<file path="src/rtl/rau_pkg.sv">
// ----------------------------------------------------------------------------
// rau_pkg
// Shared types and codes of the rational arithmetic unit: operation and
// status codes, request and response words, controller commands and states.
// ----------------------------------------------------------------------------
`default_nettype none

package rau_pkg;

  typedef enum logic [1:0] {
    FUNC_ADD = 2'd0,
    FUNC_SUB = 2'd1,
    FUNC_MUL = 2'd2,
    FUNC_DIV = 2'd3
  } func_e;

  typedef enum logic [1:0] {
    ST_OK       = 2'd0,
    ST_ZERO_DEN = 2'd1,
    ST_OVERFLOW = 2'd2
  } status_e;

  typedef struct packed {
    func_e              func;
    logic signed [31:0] a_num;
    logic signed [31:0] a_den;
    logic signed [31:0] b_num;
    logic signed [31:0] b_den;
  } rau_req_t;

  typedef struct packed {
    logic signed [31:0] res_num;
    logic [30:0]        res_den;
    status_e            status;
  } rau_rsp_t;

  // Commands from the controller to the datapath
  typedef enum logic [3:0] {
    CMD_NONE,
    CMD_LOAD,
    CMD_SET_ERR,
    CMD_GCD_OPS,
    CMD_DIV_QA,
    CMD_DIV_QB,
    CMD_MUL_DEN,
    CMD_MUL_NUM,
    CMD_MUL_T2,
    CMD_COMBINE,
    CMD_SET_ZERO,
    CMD_GCD_RES,
    CMD_DIV_NUM,
    CMD_DIV_DEN,
    CMD_FINAL,
    CMD_PUBLISH
  } cmd_e;

  // Status from the datapath to the controller
  typedef struct packed {
    logic zero_den;
    logic add_sub;
    logic num_zero;
    logic gcd_done;
    logic div_done;
    logic out_free;
  } dp_status_t;

  typedef enum logic [4:0] {
    S_IDLE,
    S_CHECK,
    S_GCD1,
    S_QA,
    S_QA_W,
    S_QB,
    S_QB_W,
    S_MUL_DEN,
    S_MUL_NUM,
    S_MUL_T2,
    S_COMB,
    S_ZCHK,
    S_GCD2,
    S_DN,
    S_DN_W,
    S_DD,
    S_DD_W,
    S_FIN,
    S_OUT
  } state_e;

endpackage

`default_nettype wire

</file>
<file path="src/rtl/rau_ctrl.sv">
// ----------------------------------------------------------------------------
// rau_ctrl
// Controller: sequences load, gcd, divisions, multiplies, combine, reduce
// and publish for one word at a time.
// ----------------------------------------------------------------------------
`default_nettype none

module rau_ctrl
  import rau_pkg::*;
(
  input  wire logic       clk_i,
  input  wire logic       rst_ni,
  input  wire logic       req_valid_i,
  output logic            req_ready_o,
  input  wire dp_status_t st_i,
  output cmd_e            cmd_o
);

  state_e state_q, state_d;

  always_ff @(posedge clk_i or negedge rst_ni) begin
    if (!rst_ni) begin
      state_q <= S_IDLE;
    end else begin
      state_q <= state_d;
    end
  end

  // Next state and commands
  always_comb begin
    state_d     = state_q;
    cmd_o       = CMD_NONE;
    req_ready_o = 1'b0;
    unique case (state_q)
      S_IDLE: begin
        req_ready_o = 1'b1;
        if (req_valid_i) begin
          cmd_o   = CMD_LOAD;
          state_d = S_CHECK;
        end
      end
      S_CHECK: begin
        if (st_i.zero_den) begin
          cmd_o   = CMD_SET_ERR;
          state_d = S_OUT;
        end else if (st_i.add_sub) begin
          cmd_o   = CMD_GCD_OPS;
          state_d = S_GCD1;
        end else begin
          state_d = S_MUL_DEN;
        end
      end
      S_GCD1: if (st_i.gcd_done) state_d = S_QA;
      S_QA: begin
        cmd_o   = CMD_DIV_QA;
        state_d = S_QA_W;
      end
      S_QA_W: if (st_i.div_done) state_d = S_QB;
      S_QB: begin
        cmd_o   = CMD_DIV_QB;
        state_d = S_QB_W;
      end
      S_QB_W: if (st_i.div_done) state_d = S_MUL_DEN;
      S_MUL_DEN: begin
        cmd_o   = CMD_MUL_DEN;
        state_d = S_MUL_NUM;
      end
      S_MUL_NUM: begin
        cmd_o   = CMD_MUL_NUM;
        state_d = st_i.add_sub ? S_MUL_T2 : S_COMB;
      end
      S_MUL_T2: begin
        cmd_o   = CMD_MUL_T2;
        state_d = S_COMB;
      end
      S_COMB: begin
        cmd_o   = CMD_COMBINE;
        state_d = S_ZCHK;
      end
      S_ZCHK: begin
        if (st_i.num_zero) begin
          cmd_o   = CMD_SET_ZERO;
          state_d = S_OUT;
        end else begin
          cmd_o   = CMD_GCD_RES;
          state_d = S_GCD2;
        end
      end
      S_GCD2: if (st_i.gcd_done) state_d = S_DN;
      S_DN: begin
        cmd_o   = CMD_DIV_NUM;
        state_d = S_DN_W;
      end
      S_DN_W: if (st_i.div_done) state_d = S_DD;
      S_DD: begin
        cmd_o   = CMD_DIV_DEN;
        state_d = S_DD_W;
      end
      S_DD_W: if (st_i.div_done) state_d = S_FIN;
      S_FIN: begin
        cmd_o   = CMD_FINAL;
        state_d = S_OUT;
      end
      S_OUT: begin
        if (st_i.out_free) begin
          cmd_o   = CMD_PUBLISH;
          state_d = S_IDLE;
        end
      end
      default: state_d = S_IDLE;
    endcase
  end

`ifndef NO_ASSERTIONS
  a_load_on_accept : assert property (@(posedge clk_i) disable iff (!rst_ni)
    (req_ready_o && req_valid_i) |=> (state_q == S_CHECK))
    else $error("accepted word not loaded");

  a_publish_free : assert property (@(posedge clk_i) disable iff (!rst_ni)
    (cmd_o == CMD_PUBLISH) |-> st_i.out_free)
    else $error("publish over a pending word");

  a_ready_idle : assert property (@(posedge clk_i) disable iff (!rst_ni)
    (state_q == S_FIN) |=> !req_ready_o)
    else $error("ready before result published");
`endif

endmodule

`default_nettype wire

</file>
<file path="config.mk">
export PLATFORM = sky130hd
export DESIGN_NAME = rau_ctrl
export DESIGN_NICKNAME = d
export VERILOG_FILES = /design/src/rtl/rau_pkg.sv /design/src/rtl/rau_ctrl.sv
export SDC_FILE = /design/constraint.sdc
export NUM_CORES = 1
export LEC_CHECK = 0
export BUFFER_PORTS_ARGS = -buffer_cell sky130_fd_sc_hd__buf_2
export CAP_MARGIN = 25
export CELL_PAD_IN_SITES_DETAIL_PLACEMENT = 1
export CELL_PAD_IN_SITES_GLOBAL_PLACEMENT = 1
export CORE_ASPECT_RATIO = 0.5
export CORE_MARGIN = 5
export CORE_UTILIZATION = 25
export CTS_CLUSTER_SIZE = 8
export DETAILED_ROUTE_END_ITERATION = 6
export PLACE_DENSITY_LB_ADDON = 0.1
export SLEW_MARGIN = 20
export SYNTH_ARGS = -nofsm -noshare
export SYNTH_HDL_FRONTEND = slang
export SYNTH_SLANG_ARGS = --single-unit
</file>
<file path="constraint.sdc">
create_clock -name clk_i -period 6.1 [get_ports clk_i]
set_clock_uncertainty 0.2 [all_clocks]
set_input_delay 0.305 -clock clk_i [delete_from_list [all_inputs] [get_ports clk_i]]
set_output_delay 0.305 -clock clk_i [all_outputs]
set_load 0.02 [all_outputs]
</file>
* Word-level counts from Yosys, hierarchy flattened
Cells that the tools add are included.
** Word-level totals
- Register bits :: 5
- Input bits :: 9
- Output and inout port bits :: 5
- Word-level logic and storage cells :: 49
** Operators by class
- Eq/ne operators :: 26
- Mux-type cells :: 20
- Reduce and logical (&&, ||, !) cells :: 2
** Operators by type and width (number)
- one-hot mux 5 bit (19 select lines) :: 1
- one-hot mux 4 bit (13 select lines) :: 1
- 2-to-1 mux 5 bit :: 10
- == test 5 x 4 -> 1 bit (second input constant) :: 8
- == test 5 x 3 -> 1 bit (second input constant) :: 4
- inequality test 2 bit (second input constant) :: 8
- == test 5 bit (second input constant) :: 3
- == test 5 x 2 -> 1 bit (second input constant) :: 2
- AND reduction 8 bit :: 1
- 2-to-1 mux 2 bit :: 3
- == test 5 x 1 -> 1 bit (second input constant) :: 1
- logical NOT 5 bit :: 1
- 2-to-1 mux 4 bit :: 1
- 2-to-1 mux 1 bit :: 3
- 2-to-1 mux 3 bit :: 1

* Depth between registers and ports, before layout
Gate-level depths: netlist of the first run.
- Word-level depth :: 3
- Mapped depth :: 6
- Depth with buffers taken out :: 4

* Worst setup path after synthesis of the first run
No wires, ideal clock.
- Path kind :: register to output
- From :: register state_q[4]
- To :: output port cmd_o[1]
- Arrival :: 1.589 ns
- Data required time :: 5.595 ns
- Slack :: 4.006 ns
- Cell stages (with the launch flop) :: 5
- Path buffers :: 2
- Cells stage by stage :: dfrtp_1 > clkbuf_1 > clkbuf_1 > a31oi_1 > o32ai_1
** Between the ends
- Cells in the longest elaborated chain, start to end :: 2
- Elaborated cells on any way between the ends :: 14
- Those cells by class :: eq/ne (12); mux (1); reduce/logical (1)
** RTL lines
- start: declaration :: RTL line rau_ctrl.sv:19 : state_e state_q, state_d;
- start signal: assignment :: RTL line rau_ctrl.sv:25 : state_q <= state_d;
- == test 5 bit (tied with other cells) :: RTL line rau_ctrl.sv:34 : unique case (state_q)
- one-hot mux 4 bit (13 select lines) * :: RTL line rau_ctrl.sv:34
- end: declaration :: RTL line rau_ctrl.sv:16 : output cmd_e cmd_o
Every way passes the cells marked *; elsewhere a longest branch is shown, timed or not.

* Worst setup path after layout of the first run
- From :: register state_q[1]
- To :: output port cmd_o[0]
The elaborated chain is that of the path after synthesis.

==> impl_metrics.toml, run 1 <==
[floorplanning]
io_pins = 14
die_y_um = 46.2
die_area_um2 = 3810
initial_core_util_pct = 25.7
die_w_um = 82.5
rows = 13
core_area_um2 = 2550

[grt]
grt_pass1_wl_um = 3590
overflow = 0
grt_usage_pct = 12.7
grt_pass1_vias = 695
grt_max_degree = 22
antenna_found_initial = 0

[place]
hpwl_um = 1650
dp_cells = 136
place.gp.congestion = 0.810
io_buffers = 13

[synthesis]
synth.avg_cell_area_um2 = 6.99
yosys-top-cells-area = "dfrtp_1, a21oi_1, nand2b_1"
synth_fp_nets = 103
ys_types = 35
synth_top_area_share_pct = 19.0
yosysTopAreaCell = "dfrtp_1"
yosysWarnings = 0
ys_seq_elements = 5
synthCells = 94
yosysSeqAreaShare_pct = 19.0
synth.cell_area_um2 = 657

[clocking]
cts-root-buf = "clkbuf_8"
clockBufferDepth = 2
postCtsHoldBufs = 1
cts_resized = 0
postCtsSetupBuffers = 0
cts_made_buffers = 3
tritoncts = "yes"
clock_latency_ns = 0.22
htree_levels = 1
cts.sinks = 5
clkTransAtPathRegs_ns = 0.04

[drt]
route.met2.wl_um = 954
highest_layer = "met4"
route.met3.wl_um = 113
viasPerCell = 5.41
drc = 0
routedWlPerCell_um = 16.1
drt_iter0_markers = 82
drt_pass1_iterations = 4
wl_um = 2270
postRouteAntennaNets = 0
via_count = 763
m1WireLength_um = 1190

[sta]
final-max-slew-violation-count = 0
period_needed_ns = 2.48
setup_viol = 0
timing.setup.tns_ns = 0
rsz0062_at_grt = "false"
clock.fmax_ghz = 0.404
max_slew_margin_pct = 54.1
period_share_pct = 40.6
hold_viol = 0
worst_pin_slew_ns = 0.689

[pwr]
vdd_drop_max_mv = 0.118
cellLeakagePower_nw = 0.301
internal_power_w = 0.000213
clock_power_share_pct = 13.5
p_sw_w = 0.000244
combPwrFrac_pct = 59.5
powerDensity_nw_per_um2 = 582
swShare_pct = 53.5
pwr-share-seq_pct = 27.0

[job]
cap_violations = 0

[cells_and_area]
layout-drive-gt1-share_pct = 20.2
final_util_pct = 30.7
final_common_cell = "buf_2"
stdcell_count = 141
fillers = 337
regArea_um2 = 125
syn_to_final_growth_pct = 19.4
fin_nets = 114
largest_reg_flops = 5
multi_input_area_um2 = 478
mostFrequentLayoutCells = "buf_2, a21oi_1, nor3_1"
antenna_cells = 0
reg_top3 = "state_q: 5 flops"
top_register = "state_q"

[worst_setup_path]
required_ns = 5.59
worstSetupPathType = "register to output pin"
cp_max_fo = 18
r2r_slack_ns = 3.88
endpoint_kind = "output pin"
cp.arrival_ns = 1.97
r2r_cells = 4
reg2reg_from = "state_q[4]"
critPathLaunchType = "register"
r2r_end = "state_q[1]"

[worst_hold_path]
hold_start = "st_i[4]"
holdPathStages = 4
holdPathEnd = "state_q[1]"
hold_class = "input pin to register"

[outcome]
outcome = "completed"
[through the flow]
step	instance area, um2	setup WS, ns	total power (W)	hold WS [ns]
floorplan	657	4.01	0.000322	-0.191
global placement	729	3.88	0.000390	-0.0706
detailed placement	729	3.88	0.000394	-0.0682
CTS	785	3.64	0.000459	0.230
finish	785	3.62	0.000457	0.238
global route	785	3.55	0.000499	0.257
[cells in the mapped netlist]
master     instances
a21oi_1           10
nor3_1             9
nand2b_1           8
nand2_1            7
clkbuf_1           5
dfrtp_1            5
nor2b_1            5
o21ai_0            5
inv_1              4
nor2_1             4
a31oi_1            3
a2bb2oi_1          2
o22a_1             2
o22ai_1            2
o31ai_1            2
or2_2              2
a211oi_1           1
a221oi_2           1
a22oi_1            1
and3b_1            1
buf_1              1
buf_2              1
buf_6              1
nand3_1            1
nor3b_1            1
o2111a_1           1
o2111ai_1          1
o211ai_1           1
o221ai_1           1
o32ai_1            1
or3_1              1
or3_4              1
or4_1              1
or4_4              1
xor2_1             1
[area by class of cell]
| cell class | instances | area share (%) |
|---|---|---|
| well taps | 37 | 5.90 |
| flip-flops and latches | 5 | 15.9 |
| repair buffers | 14 | 9.57 |
| clock buffers | 4 | 5.74 |
| inverters | 4 | 1.91 |
| multi-input cells | 77 | 60.9 |
[logic make-up (layout without fill, tap and decap cells)]
group	count (synthesis)	in the layout	share of synthesized area, %
and+or+nand+nor	42	42	36.2
AOI/OAI and AO/OA	34	34	35.2
buffers and inverters	12	22	8.19
DFF	5	5	19.0
xor gates and xnor gates	1	1	1.33
[power by group through the flow]
stage / Combinational, W / Clock [W] / Sequential [W]
3_3_place_gp: 0.000270 / 0 / 0.000120
3_5_place_dp: 0.000272 / 0 / 0.000122
2_1_floorplan: 0.000261 / 0 / 0.0000607
6_report: 0.000272 / 0.0000616 / 0.000123
4_1_cts: 0.000273 / 0.0000640 / 0.000122
5_1_grt: 0.000302 / 0.0000668 / 0.000130
[routing by layer]
layer | up-vias | track usage [%]
li1 | 370 | -
met1 | 374 | 19.2
met2 | 17 | 17.0
met3 | 2 | 3.52
met4 | 0 | 3.91
met5 | - | 0
[worst max-delay path by stage]
stage	startpoint	endpoint	slack, ns
after floorplan	state_q[4]	cmd_o[1]	4.01
after global placement	state_q[3]	cmd_o[2]	3.88
after detailed placement	state_q[1]	cmd_o[0]	3.88
after CTS	state_q[1]	cmd_o[0]	3.64
after global routing	state_q[3]	cmd_o[2]	3.55
final	state_q[1]	cmd_o[0]	3.62
[worst max-delay path, cell delays in order (launching register included)]
cell	delay [ns]
dfrtp_1	0.58
or3_4	0.50
or3_1	0.38
o221ai_1	0.08
buf_2	0.20
Note: power is estimated with default switching activity, not from simulation.
==> run 2, diff against run 1 <==
clock period = 2.3 ns   (was 6.1 ns; I/O delays follow)
==> impl_metrics.toml, run 2 (synthesis gave the netlist of run 1 again) <==
[outcome]
outcome = "completed"

[grt]
antenna_found_initial = 0
overflow = 0
grt_max_degree = 18
grt_usage_pct = 14.4
grt_pass1_wl_um = 4090
grt_pass1_vias = 781

[cells_and_area]
antenna_cells = 0
fin_nets = 120
top_register = "state_q"
reg_top3 = "state_q: 5 flops"
mostFrequentLayoutCells = "buf_2, a21oi_1, nor3_1"
syn_to_final_growth_pct = 26.3
final_util_pct = 32.5
layout-drive-gt1-share_pct = 24.5
stdcell_count = 147
final_common_cell = "buf_2"
largest_reg_flops = 5

[place]
dp_cells = 142
place.gp.congestion = 0.806
io_buffers = 13
hpwl_um = 1930

[clocking]
clockBufferDepth = 2
cts_made_buffers = 3
cts.sinks = 5
clkTransAtPathRegs_ns = 0.04
cts-root-buf = "clkbuf_8"
postCtsHoldBufs = 1
cts_resized = 0
tritoncts = "yes"
clock_latency_ns = 0.22
htree_levels = 1
postCtsSetupBuffers = 0

[drt]
drt_pass1_iterations = 4
drt_iter0_markers = 53
routedWlPerCell_um = 16.9
via_count = 789
postRouteAntennaNets = 0
drc = 0
viasPerCell = 5.37
wl_um = 2480

[worst_setup_path]
critPathLaunchType = "register"
required_ns = 1.99
cp_max_fo = 13
endpoint_kind = "output pin"
cp.arrival_ns = 1.84
path_cells = "nor2b_1 -> a2bb2oi_1 -> o22a_1 -> o22ai_1 -> buf_2"
worstSetupPathType = "register to output pin"
crit_slowest_cell = "dfrtp_1"
max_stage_delay_ns = 0.60

[sta]
timing.setup.tns_ns = 0
final-max-slew-violation-count = 0
max_slew_margin_pct = 60.5
setup_viol = 0
period_share_pct = 93.6
rsz0062_at_grt = "false"
hold_viol = 0
period_needed_ns = 2.15
clock.fmax_ghz = 0.465
worst_pin_slew_ns = 0.592

[worst_hold_path]
hold_class = "input pin to asynchronous set/reset pin"

[floorplanning]
die_y_um = 46.2
core_area_um2 = 2550
die_w_um = 82.5
die_area_um2 = 3810
initial_core_util_pct = 25.7
rows = 13
io_pins = 14

[pwr]
vdd_drop_max_mv = 0.353
cellLeakagePower_nw = 0.331
powerDensity_nw_per_um2 = 1580

[job]
cap_violations = 0
run 2: changes by cell type in the layout (fill, tap and decap cells not counted), sizes merged:
cell  before  now
buf       13   19
run 2: area by class of cell:
class,count,area [um2]
clock buffer,4,45.0
fill,338,1720
inverter,4,15.0
multi-input combinational,77,478
sequential,5,125
tap,37,46.3
timing repair buffer,20,120
run 2: critical path: cells and delay by family (launching register included):
kind	cells	cell delay, ns
AOI/OAI and AO/OA	3	0.50
buffers and inverters	1	0.20
and+or+nand+nor	1	0.31
DFF	1	0.60
run 2: path summary, 6_finish.rpt:
path                                  from          to  slack, ns  depth (start not counted)
worst max-delay path            state_q[3]    cmd_o[2]       0.15                          5
worst min-delay path                rst_ni  state_q[1]       0.06                          2
worst max register to register  state_q[3]  state_q[1]       0.25                          4
worst min register to register  state_q[1]  state_q[4]       0.54                          3
max in group asynchronous           rst_ni  state_q[4]       1.70                          2
min in group clk_i                 st_i[4]  state_q[1]       0.06                          4
run 2: layer usage:
| layer | GRT usage [%] | vias to the layer above | wire length, um |
|---|---|---|---|
| li1 | - | 380 | - |
| met1 | 20.8 | 394 | 1270 |
| met2 | 20.5 | 13 | 1110 |
| met3 | 3.91 | 2 | 89 |
| met4 | 4.23 | 0 | 4 |
| met5 | 0 | - | 0 |
run 2: metrics by stage:
step	cell area, um2	hold WS, ns	setup slack [ns]	total power, W
2_1_floorplan	657	-0.381	0.384	0.000854
3_3_place_gp	774	-0.259	0.333	0.00111
3_5_place_dp	774	-0.258	0.261	0.00113
4_1_cts	830	0.0514	0.147	0.00131
5_1_grt	830	0.0612	0.0219	0.00142
6_report	830	0.0579	0.148	0.00131
run 2: where the power goes:
part / switching (W) / total, W / internal (W) / leakage, nW
Clock: 0.0000447 / 0.000164 / 0.000119 / 0.0228
Combinational: 0.000522 / 0.000901 / 0.000380 / 0.245
Sequential: 0.000114 / 0.000242 / 0.000128 / 0.0637
==> run 3, diff against run 2 <==
CORE_ASPECT_RATIO = default   (was 0.5)
CORE_UTILIZATION = 37   (was 25)
==> impl_metrics.toml, run 3 (synthesis gave the netlist of run 1 again) <==
[outcome]
outcome = "completed"

[floorplanning]
die_area_um2 = 2720
rows = 15
die_w_um = 52.1
core_area_um2 = 1710
io_pins = 14
die_y_um = 52.1
initial_core_util_pct = 38.5

[grt]
grt_max_degree = 18
antenna_found_initial = 0
grt_pass1_wl_um = 3460
grt_usage_pct = 16.7
grt_pass1_vias = 778
overflow = 0

[clocking]
htree_levels = 1
clock_latency_ns = 0.24
cts_made_buffers = 3
cts.sinks = 5
clkTransAtPathRegs_ns = 0.05
tritoncts = "yes"
cts-root-buf = "clkbuf_4"
clockBufferDepth = 2

[sta]
worst_pin_slew_ns = 0.514
setup_viol = 0
clock.fmax_ghz = 0.469
max_slew_margin_pct = 65.7
period_share_pct = 92.8
period_needed_ns = 2.13
rsz0062_at_grt = "false"
timing.setup.tns_ns = 0
hold_viol = 0
final-max-slew-violation-count = 0

[cells_and_area]
finish.instance_area_um2 = 790
antenna_cells = 0
fillers = 231
regArea_um2 = 126
mostFrequentLayoutCells = "buf_2, a21oi_1, nor3_1"
stdcell_count = 134
fin_nets = 119
multi_input_area_um2 = 478
syn_to_final_growth_pct = 20.2
largest_reg_flops = 5
reg_top3 = "state_q: 5 flops"
final_common_cell = "buf_2"
top_register = "state_q"
final_util_pct = 46.2
layout-drive-gt1-share_pct = 24.8

[drt]
via_count = 762
drt_iter0_markers = 9
postRouteAntennaNets = 0
routedWlPerCell_um = 15.3
viasPerCell = 5.69
drc = 0
drt_pass1_iterations = 4
wl_um = 2050

[job]
cap_violations = 0

[worst_hold_path]
hold_class = "input pin to asynchronous set/reset pin"

[worst_setup_path]
worstSetupPathType = "register to output pin"
max_stage_delay_ns = 0.51
path_cells = "buf_4 -> nor2b_1 -> a2bb2oi_1 -> o22a_1 -> o22ai_1 -> buf_2"
cp_max_fo = 12
crit_slowest_cell = "dfrtp_1"
r2r_slack_ns = 0.37
endpoint_kind = "output pin"
cp.arrival_ns = 1.82
required_ns = 1.99
critPathLaunchType = "register"

[place]
io_buffers = 13
place.gp.congestion = 0.821
place_area_um2 = 752
hpwl_um = 1620
dp_cells = 129

[pwr]
cellLeakagePower_nw = 0.317
powerDensity_nw_per_um2 = 1520
vdd_drop_max_mv = 0.851
==> run 3: cell types whose count changed in the layout (fill, tap and decap cells not counted) <==
cell,delta
clkbuf_4,+3
clkbuf_8,-3
buf_4,-1
dfrtp_1,-1
dfrtp_2,+1
==> run 3: layout make-up <==
class	count	area share (%)
multi-input cells	77	60.5
flip-flops and latches	5	16.0
repair buffers	19	14.3
well taps	25	3.96
clock buffers	4	3.33
inverters	4	1.90
==> run 3: what timing repair did <==
item | 4_1_cts | 5_1_grt
hold buffers | 1 | 0
gates resized for setup | 0 | 1
buffers inserted | 0 | 0
endpoints found under the setup margin | 0 | 1
endpoints found under the hold margin | 5 | 0
==> run 3: routing by layer <==
metal / global-route usage, % / wire length (um)
met2: 29.9 / 967
met3: 3.15 / 69
met5: 0 / 0
met1: 21.4 / 1000
met4: 1.28 / 10
==> run 3: per-stage QoR <==
stage                     hold slack, ns  setup slack, ns  power, W
after floorplan                   -0.381            0.384  0.000854
after global placement            -0.268            0.382   0.00109
after detailed placement          -0.266            0.351   0.00110
after CTS                        0.00577            0.137   0.00121
after global routing              0.0354           0.0154   0.00132
final                             0.0127            0.167   0.00120
==> run 3: path summary, 6_finish.rpt <==
check,start,end,cells past startpoint
hold / removal,rst_ni,state_q[1],2
setup / recovery,state_q[4],cmd_o[2],6
setup reg to reg,state_q[4],state_q[1],4
min in group clk_i,st_i[4],state_q[1],4
max in group asynchronous,rst_ni,state_q[3],2
hold reg to reg,state_q[3],state_q[3],2
==> run 3: critical path: cells and delay by family (launching register included) <==
| kind | cells | cell delay (ns) |
|---|---|---|
| AOI/OAI and AO/OA | 3 | 0.44 |
| buffers and inverters | 2 | 0.42 |
| DFF | 1 | 0.51 |
| and+or+nand+nor | 1 | 0.22 |
==> run 3: power by group <==
part	leakage (nW)	switching, W	internal (W)
logic	0.240	0.000500	0.000370
registers	0.0621	0.000102	0.000130
clock network	0.0150	0.0000353	0.0000656
